`config.mk`:
```
export PLATFORM = sky130hd
export DESIGN_NAME = bounded_list_deque_unit
export DESIGN_NICKNAME = d
export VERILOG_FILES = /design/src/hdl/blld_pkg.sv /design/src/hdl/blld_cell.sv /design/src/hdl/blld_chain.sv /design/src/hdl/bounded_list_deque_unit.sv
export SDC_FILE = /design/constraint.sdc
export NUM_CORES = 2
export LEC_CHECK = 0
export BUFFER_PORTS_ARGS = -buffer_cell sky130_fd_sc_hd__clkbuf_2
export CAP_MARGIN = 30
export CORE_MARGIN = 8
export CORE_UTILIZATION = 60
export CTS_CLUSTER_SIZE = 12
export DETAILED_ROUTE_END_ITERATION = 7
export PLACE_DENSITY = 0.75
export RECOVER_POWER = 50
export SLEW_MARGIN = 30
export SYNTH_ARGS = -nofsm -noshare
export SYNTH_HDL_FRONTEND = slang
export SYNTH_SLANG_ARGS = --single-unit
```
`constraint.sdc`:
```
create_clock -name clock -period 6.6 [get_ports clock]
set_clock_uncertainty 0.2 [all_clocks]
set_input_delay 0.66 -clock clock [delete_from_list [all_inputs] [get_ports clock]]
set_output_delay 0.66 -clock clock [all_outputs]
set_load 0.05 [all_outputs]
```
`src/hdl/blld_pkg.sv`:
```
// ----------------------------------------------------------------------------
// blld_pkg: shared definitions for the bounded list deque
// Operation and status codes, sequencer phases and the control word that the
// sequencer hands to every storage cell.
// ----------------------------------------------------------------------------
package blld_pkg;

   localparam int DEFAULT_CAPACITY = 16;

   localparam int KIND_W   = 3;
   localparam int VALUE_W  = 32;
   localparam int STATUS_W = 2;
   localparam int COUNT_W  = 5;

   // operation kinds
   localparam logic [KIND_W-1:0] OP_PUSH_FRONT   = 3'd0;
   localparam logic [KIND_W-1:0] OP_PUSH_BACK    = 3'd1;
   localparam logic [KIND_W-1:0] OP_REMOVE_VALUE = 3'd2;
   localparam logic [KIND_W-1:0] OP_REMOVE_BACK  = 3'd3;
   localparam logic [KIND_W-1:0] OP_REMOVE_FRONT = 3'd4;
   localparam logic [KIND_W-1:0] OP_SEARCH       = 3'd5;

   // result status codes
   localparam logic [STATUS_W-1:0] ST_OK       = 2'd0;
   localparam logic [STATUS_W-1:0] ST_FULL     = 2'd1;
   localparam logic [STATUS_W-1:0] ST_EMPTY    = 2'd2;
   localparam logic [STATUS_W-1:0] ST_NOTFOUND = 2'd3;

   // sequencer phases
   localparam logic [1:0] PH_IDLE = 2'd0;
   localparam logic [1:0] PH_CMP  = 2'd1;
   localparam logic [1:0] PH_EXE  = 2'd2;

   // per-cycle command broadcast to all cells
   typedef struct packed {
      logic capture;    // register the key compare
      logic shr;        // take the left neighbor (insert at head)
      logic shl_all;    // take the right neighbor (drop head)
      logic shl_match;  // take the right neighbor at and after the first hit
      logic load_tail;  // the cell at the current count takes the key
   } cell_ctrl_type;

endpackage

```
`src/hdl/blld_cell.sv`:
```
// ----------------------------------------------------------------------------
// blld_cell: one storage cell of the list
// Holds one entry, compares it with the key and moves data to or from its
// neighbors as the broadcast command says.
// ----------------------------------------------------------------------------
module blld_cell #(
   parameter int INDEX = 0,
   parameter int CNT_W = 5
) (
   input  logic                           clock,
   input  blld_pkg::cell_ctrl_type        ctrl,
   input  logic [blld_pkg::VALUE_W-1:0]   key,
   input  logic [CNT_W-1:0]               count,
   input  logic [blld_pkg::VALUE_W-1:0]   left_value,
   input  logic [blld_pkg::VALUE_W-1:0]   right_value,
   input  logic                           hit_in,
   output logic                           hit_out,
   output logic [blld_pkg::VALUE_W-1:0]   value
);

   logic [blld_pkg::VALUE_W-1:0] value_ff, value_in;
   logic                         eq_ff, eq_in;
   logic                         occupied;
   logic                         at_tail;

   assign occupied = count > CNT_W'(INDEX);
   assign at_tail  = count == CNT_W'(INDEX);
   assign eq_in    = occupied && (value_ff == key);

   // at or after the first matching entry from the head
   assign hit_out = hit_in | eq_ff;

   always_comb begin
      value_in = value_ff;
      if (ctrl.shr) begin
         value_in = left_value;
      end else if (ctrl.shl_all || (ctrl.shl_match && hit_out)) begin
         value_in = right_value;
      end else if (ctrl.load_tail && at_tail) begin
         value_in = key;
      end
   end

   always_ff @(posedge clock) begin
      value_ff <= value_in;
      if (ctrl.capture) begin
         eq_ff <= eq_in;
      end
   end

   assign value = value_ff;

endmodule

```
`src/hdl/blld_chain.sv`:
```
// ----------------------------------------------------------------------------
// blld_chain: row of storage cells
// Links the cells head to tail: value neighbors for shifting and the hit
// chain that marks the first match.
// ----------------------------------------------------------------------------
module blld_chain #(
   parameter int CAPACITY = blld_pkg::DEFAULT_CAPACITY,
   parameter int CNT_W    = $clog2(CAPACITY + 1)
) (
   input  logic                           clock,
   input  blld_pkg::cell_ctrl_type        ctrl,
   input  logic [blld_pkg::VALUE_W-1:0]   key,
   input  logic [CNT_W-1:0]               count,
   output logic                           found
);

   logic [blld_pkg::VALUE_W-1:0] value_w [CAPACITY];
   logic [CAPACITY:0]            hit_w;

   assign hit_w[0] = 1'b0;

   for (genvar i = 0; i < CAPACITY; i++) begin : g_cell
      logic [blld_pkg::VALUE_W-1:0] left_w, right_w;

      if (i == 0) begin : g_head
         assign left_w = key;
      end else begin : g_left
         assign left_w = value_w[i-1];
      end

      if (i == CAPACITY - 1) begin : g_tail
         assign right_w = value_w[i];
      end else begin : g_right
         assign right_w = value_w[i+1];
      end

      blld_cell #(
         .INDEX (i),
         .CNT_W (CNT_W)
      ) u_cell (
         .clock       (clock),
         .ctrl        (ctrl),
         .key         (key),
         .count       (count),
         .left_value  (left_w),
         .right_value (right_w),
         .hit_in      (hit_w[i]),
         .hit_out     (hit_w[i+1]),
         .value       (value_w[i])
      );
   end

   assign found = hit_w[CAPACITY];

endmodule

```
`src/hdl/bounded_list_deque_unit.sv`:
```
// ----------------------------------------------------------------------------
// bounded_list_deque_unit: bounded list with deque and delete-by-value
// Ordered list of up to CAPACITY signed 32-bit entries, head at the front.
// ----------------------------------------------------------------------------
// Each request beat carries an operation (push front, push back, remove first
// matching value, remove back, remove front, search) and returns one response
// beat with status, found flag and the entry count after the operation. An
// operation runs in order: the beat is taken, every cell compares its
// entry with the key in parallel, then the cells shift or load in one step and
// the response is registered. A new request is taken in the cycle after that,
// so a request is not taken until the one before it has finished its compare
// and execute steps in the cell row; a waiting response does not block the next
// request, but the execute step holds until the response register is free.
// ----------------------------------------------------------------------------
module bounded_list_deque_unit #(
   parameter int CAPACITY = blld_pkg::DEFAULT_CAPACITY
) (
   input  logic        clock,
   input  logic        reset,
   input  logic        req_tvalid,
   output logic        req_tready,
   input  logic [31:0] req_tdata,   // [31:0] item_value
   input  logic [7:0]  req_tuser,   // [2:0] kind, [7:3] zero
   output logic        rsp_tvalid,
   input  logic        rsp_tready,
   output logic [7:0]  rsp_tdata    // [1:0] status, [2] found, [7:3] entry_count
);

   localparam int CNT_W = $clog2(CAPACITY + 1);

   logic [1:0]                     phase_ff, phase_in;
   logic [CNT_W-1:0]               count_ff, count_in;
   logic [blld_pkg::KIND_W-1:0]    kind_ff;
   logic [blld_pkg::VALUE_W-1:0]   key_ff;
   logic                           rsp_valid_ff, rsp_valid_in;
   logic [blld_pkg::STATUS_W-1:0]  status_ff, status_in;
   logic                           found_ff, found_in;
   logic [blld_pkg::COUNT_W-1:0]   rcount_ff, rcount_in;

   blld_pkg::cell_ctrl_type        ctrl;
   logic                           chain_found;
   logic                           req_fire;
   logic                           exe_go;
   logic                           full;
   logic                           empty;
   logic [CNT_W+blld_pkg::COUNT_W-1:0] count_wide;

   assign req_tready = phase_ff == blld_pkg::PH_IDLE;
   assign req_fire   = req_tvalid && req_tready;
   assign exe_go     = (phase_ff == blld_pkg::PH_EXE) && (!rsp_valid_ff || rsp_tready);
   assign full       = count_ff == CNT_W'(CAPACITY);
   assign empty      = count_ff == '0;

   blld_chain #(
      .CAPACITY (CAPACITY),
      .CNT_W    (CNT_W)
   ) u_chain (
      .clock (clock),
      .ctrl  (ctrl),
      .key   (key_ff),
      .count (count_ff),
      .found (chain_found)
   );

   always_comb begin
      phase_in     = phase_ff;
      count_in     = count_ff;
      rsp_valid_in = rsp_valid_ff && !rsp_tready;
      status_in    = blld_pkg::ST_OK;
      found_in     = 1'b0;
      ctrl         = '0;
      ctrl.capture = phase_ff == blld_pkg::PH_CMP;

      case (phase_ff)
         blld_pkg::PH_IDLE: begin
            if (req_fire) begin
               phase_in = blld_pkg::PH_CMP;
            end
         end
         blld_pkg::PH_CMP: begin
            phase_in = blld_pkg::PH_EXE;
         end
         blld_pkg::PH_EXE: begin
            if (exe_go) begin
               phase_in     = blld_pkg::PH_IDLE;
               rsp_valid_in = 1'b1;
               case (kind_ff)
                  blld_pkg::OP_PUSH_FRONT: begin
                     if (full) begin
                        status_in = blld_pkg::ST_FULL;
                     end else begin
                        ctrl.shr = 1'b1;
                        count_in = count_ff + 1'b1;
                     end
                  end
                  blld_pkg::OP_PUSH_BACK: begin
                     if (full) begin
                        status_in = blld_pkg::ST_FULL;
                     end else begin
                        ctrl.load_tail = 1'b1;
                        count_in       = count_ff + 1'b1;
                     end
                  end
                  blld_pkg::OP_REMOVE_VALUE: begin
                     if (empty) begin
                        status_in = blld_pkg::ST_EMPTY;
                     end else if (chain_found) begin
                        ctrl.shl_match = 1'b1;
                        found_in       = 1'b1;
                        count_in       = count_ff - 1'b1;
                     end else begin
                        status_in = blld_pkg::ST_NOTFOUND;
                     end
                  end
                  blld_pkg::OP_REMOVE_BACK: begin
                     if (empty) begin
                        status_in = blld_pkg::ST_EMPTY;
                     end else begin
                        count_in = count_ff - 1'b1;
                     end
                  end
                  blld_pkg::OP_REMOVE_FRONT: begin
                     if (empty) begin
                        status_in = blld_pkg::ST_EMPTY;
                     end else begin
                        ctrl.shl_all = 1'b1;
                        count_in     = count_ff - 1'b1;
                     end
                  end
                  blld_pkg::OP_SEARCH: begin
                     if (chain_found) begin
                        found_in = 1'b1;
                     end else begin
                        status_in = blld_pkg::ST_NOTFOUND;
                     end
                  end
                  default: begin
                  end
               endcase
            end
         end
         default: begin
            phase_in = blld_pkg::PH_IDLE;
         end
      endcase
   end

   // report the count masked to the field width
   assign count_wide = {{blld_pkg::COUNT_W{1'b0}}, count_in};
   assign rcount_in  = count_wide[blld_pkg::COUNT_W-1:0];

   always_ff @(posedge clock) begin
      if (reset) begin
         phase_ff     <= blld_pkg::PH_IDLE;
         count_ff     <= '0;
         rsp_valid_ff <= 1'b0;
      end else begin
         phase_ff     <= phase_in;
         count_ff     <= count_in;
         rsp_valid_ff <= rsp_valid_in;
      end
   end

   always_ff @(posedge clock) begin
      if (req_fire) begin
         kind_ff <= req_tuser[blld_pkg::KIND_W-1:0];
         key_ff  <= req_tdata;
      end
      if (exe_go) begin
         status_ff <= status_in;
         found_ff  <= found_in;
         rcount_ff <= rcount_in;
      end
   end

   assign rsp_tvalid = rsp_valid_ff;
   assign rsp_tdata  = {rcount_ff, found_ff, status_ff};

   // ------------------------------------------------------------------------
   // assertions
   // ------------------------------------------------------------------------
   a_count_bound: assert property (@(posedge clock) disable iff (reset)
      count_ff <= CNT_W'(CAPACITY))
      else $error("entry count above capacity");

   a_accept_busy: assert property (@(posedge clock) disable iff (reset)
      req_fire |=> (phase_ff == blld_pkg::PH_CMP) && !req_tready)
      else $error("request beat did not start the compare step");

   a_full_count: assert property (@(posedge clock) disable iff (reset)
      rsp_valid_ff && (status_ff == blld_pkg::ST_FULL) |-> full)
      else $error("full status while list not full");

   a_found_ok: assert property (@(posedge clock) disable iff (reset)
      rsp_valid_ff && found_ff |-> status_ff == blld_pkg::ST_OK)
      else $error("found flag with error status");

endmodule

```
==> results.sh <==
export IMPL_reg2reg_depth=8
export IMPL_design_area_um2=36530
export IMPL_slew_violations=308
export IMPL_cts_buffers=66
export IMPL_syn_inst=3036
export IMPL_cts_setup_buffers=0
export IMPL_place_area_um2=34510
export IMPL_cp_max_fo=64
export IMPL_syn_area_um2=33570
export IMPL_layout_drive_gt1_share_pct=8.782
export IMPL_hpwl_um=79570
export IMPL_clock_path_buffers=3
export IMPL_netlist_area_leader_share_pct=51.07
export IMPL_r2r_end="u_chain.g_cell[7].u_cell.value[14]"
export IMPL_clock_sinks=579
export IMPL_drt_wl_total_um=115100
export IMPL_diodes=0
export IMPL_path_clk_slew_ns=0.06
export IMPL_post_cts_resized=0
export IMPL_grt_pass1_wl_um=167300
export IMPL_synth_edf_count=571
export IMPL_min_from="req_tdata[3]"
export IMPL_insertion_delay_ns=0.62
export IMPL_yosysWarnings=0
export IMPL_endpoint_kind="flop"
export IMPL_drt_pass1_iterations=8
export IMPL_hold_path_class="in -> reg"
export IMPL_syn_area_per_cell_um2=11.06
export IMPL_synthAdderAreaFrac_pct=0.1863
export IMPL_vdd_drop_max_mv=0.1882
export IMPL_final_cells=3754
export IMPL_grt_max_degree=241
export IMPL_setup_viol=0
export IMPL_gr_total_overflow=0
export IMPL_tns_ns=0
export IMPL_outcome="finished with violations"
export IMPL_fillCellCount=4244
export IMPL_layout_core_utilization_pct=66.17
export IMPL_async_flop_share_pct=0
export IMPL_place_gp_congestion=1.060
export IMPL_period_minus_slack_ns=5.316
export IMPL_die_area_um2=63780
export IMPL_num_vias=26530
export IMPL_period_share_pct=80.55
export IMPL_rsz0062_at_grt="no"
export IMPL_die_w_um=252.6
export IMPL_p_leak_nw=12.52
export IMPL_rrSetupSlack_ns=1.28
export IMPL_pwr_density_cell_nw_per_um2=236.4
export IMPL_portBuffers=48
export IMPL_synthSimpleGateAreaFrac_pct=11.59
export IMPL_cts_max_level=3
export IMPL_max_freq_mhz=188.1
export IMPL_dp_cells=3636
export IMPL_avgViaCountPerCell=7.068
export IMPL_reg2reg_from="count_ff[1]"
export IMPL_initial_core_util_pct=60.82
export IMPL_num_rows=86
export IMPL_relSlewSlack_pct=-104.9
export IMPL_cts_tree="built"
export IMPL_drt_iter0_markers=4608
export IMPL_syn_to_final_growth_pct=8.787
export IMPL_synth_area_leaders="edfxtp_1 (51%), xor2_1 (9.7%), a221o_1 (6.7%), mux2i_1 (5.8%), nand2_1 (4.1%)"
export IMPL_yosysSeqAreaShare_pct=51.55
export IMPL_synth_ff_type="edfxtp_1"
export IMPL_hold_violations=0
export IMPL_synth_compound_area_share_pct=12.66
export IMPL_max_slew_worst_pin_slew_ns=3.074
export IMPL_ant_nets=0
export IMPL_root_buffer="clkbuf_16"
export IMPL_violations="max-capacitance violations, max-slew violations"
export IMPL_worst_endpoint_required_ns=6.74
export IMPL_grt_pass1_vias=24780
export IMPL_track_usage_pct=35.01
export IMPL_die_h_um=252.6
export IMPL_holdPathEnd="key_ff[3]"
export IMPL_drv_cap=11
export IMPL_fin_nets=3007
export IMPL_synth_top_family_by_area="XOR/XNOR gates"
export IMPL_synth_seq_cells=579
export IMPL_antenna_found_initial=2
export IMPL_min_path_cells=1
export IMPL_synth_cell_types=73
export IMPL_synth_xor_area_share_pct=13.41
export IMPL_holdWs_ns=0.02145
export IMPL_postCtsHoldBufs=0
export IMPL_boundaryPins=54
export IMPL_crit_arrival_ns=5.46
export IMPL_drt_wirelength_per_cell_um=30.65
export IMPL_syn_nets=3085
export IMPL_synth_mux_area_share_pct=7.151
export IMPL_synth_top_cell_by_area="edfxtp_1"
export IMPL_route_detailed_drc=0
export IMPL_worstSetupStartpointType="flop"
export IMPL_core_area_um2=55200
export IMPL_crit_type="reg -> reg"
## registers in the layout (all words and copies together) (netlist names), 2 cells and up
register,flops
rcount_ff,5
status_ff,2
u_chain.g_cell.u_cell.value,512
phase_ff,2
key_ff,32
count_ff,5
u_chain.g_cell.u_cell.eq_ff,16
kind_ff,3
## final cells by class
cell class              instances  area (µm²)  share of cell area, %
flip-flops and latches        579       17310                  47.38
multi-input cells            2174       15320                  41.95
clock buffers                  92        1886                  5.162
well taps                     748       935.9                  2.562
repair buffers                128       832.0                  2.278
clock inverters                24       209.0                 0.5721
inverters                       9       33.78                0.09249
## cells in the final DEF, fill, tap and decap left out, types with 4 or more instances in the layout
cell       instances
clkbuf_1          38
clkbuf_16         71
clkinv_2           7
clkinv_1          12
clkbuf_2          42
nor3_1            19
nand2_1          370
nor4_2             4
a2111oi_0          5
xnor2_1          141
o21ai_0          196
o221ai_4           5
o211ai_1          36
a21oi_1           11
o21ai_4            6
edfxtp_1         571
or3_1              5
nor4_1            96
and3_1             7
dfxtp_1            8
nor2_1           250
mux2i_1          193
o21ai_1           43
nand4_1           58
or4_1              6
a221o_1          224
nor2b_1            8
ha_1               5
buf_4             60
a31oi_1            6
bufinv_16          4
xor2_1           373
nand3_1           13
nand2b_1           5
mux2_4            26
inv_1              9
## worst max path at each step
stage / start / to / slack (ns)
global route: count_ff[1] / u_chain.g_cell[7].u_cell.value[19] / 1.08
global placement: count_ff[1] / u_chain.g_cell[4].u_cell.value[29] / 2.07
CTS: count_ff[1] / u_chain.g_cell[1].u_cell.value[9] / 2.25
detailed placement: count_ff[1] / u_chain.g_cell[1].u_cell.value[29] / 2.26
finish: count_ff[1] / u_chain.g_cell[7].u_cell.value[14] / 1.28
floorplan: count_ff[1] / u_chain.g_cell[2].u_cell.value[0] / 1.63
## power by group
part,switching [mW],internal (mW)
clock network,1.53,2.14
logic,0.524,0.285
registers,0.0479,4.10
total,2.10,6.53
## cell usage after synthesis, types with 9 or more instances
library cell  instances
inv_1                 9
xnor2_1             141
a21oi_1              13
buf_2                30
nand3_1              13
nor4_1               99
edfxtp_1            571
buf_1                26
xor2_1              373
mux2i_1             193
nor2_1              252
nand4_1              57
o211ai_1             36
nor3_1               17
o21ai_0             151
clkbuf_1            207
nand2_1             370
o21ai_1              96
mux2_4               29
a221o_1             224
## layer usage
metal / share of wire [%] / global-route usage [%] / routed length (µm) / up-vias
li1: - / - / - / 11110
met1: 39 / 49.49 / 44940 / 13080
met2: 44 / 52.35 / 50490 / 2091
met3: 14 / 9.931 / 16030 / 245
met4: 3.1 / 10.02 / 3571 / 4
met5: 0.027 / 0 / 31 / -
## cell families (layout without fill, tap and decap cells)
| family | count (synthesis) | count (layout) |
|---|---|---|
| muxes | 225 | 225 |
| AOI/OAI and AO/OA | 567 | 567 |
| buffers and inverters | 283 | 253 |
| adders and majority gates | 5 | 5 |
| and+or+nand+nor | 863 | 863 |
| xor gates and xnor gates | 514 | 514 |
| DFF | 579 | 579 |
## metrics by stage
stage	worst slack, ns	power [mW]
6_report	1.284	8.633
5_1_grt	1.080	8.804
3_5_place_dp	2.261	5.000
2_1_floorplan	1.627	4.736
3_3_place_gp	2.072	4.978
4_1_cts	2.247	8.610
## critical path: stages (launching register included)
cell	delay (ns)
dfxtp_1	0.47
inv_1	0.16
ha_1	0.31
or4b_1	0.76
nand4_1	0.21
clkbuf_1	1.39
o21ai_4	0.09
clkbuf_2	0.83
a221o_1	0.57
No activity file was read; power rests on OpenSTA's default activity.
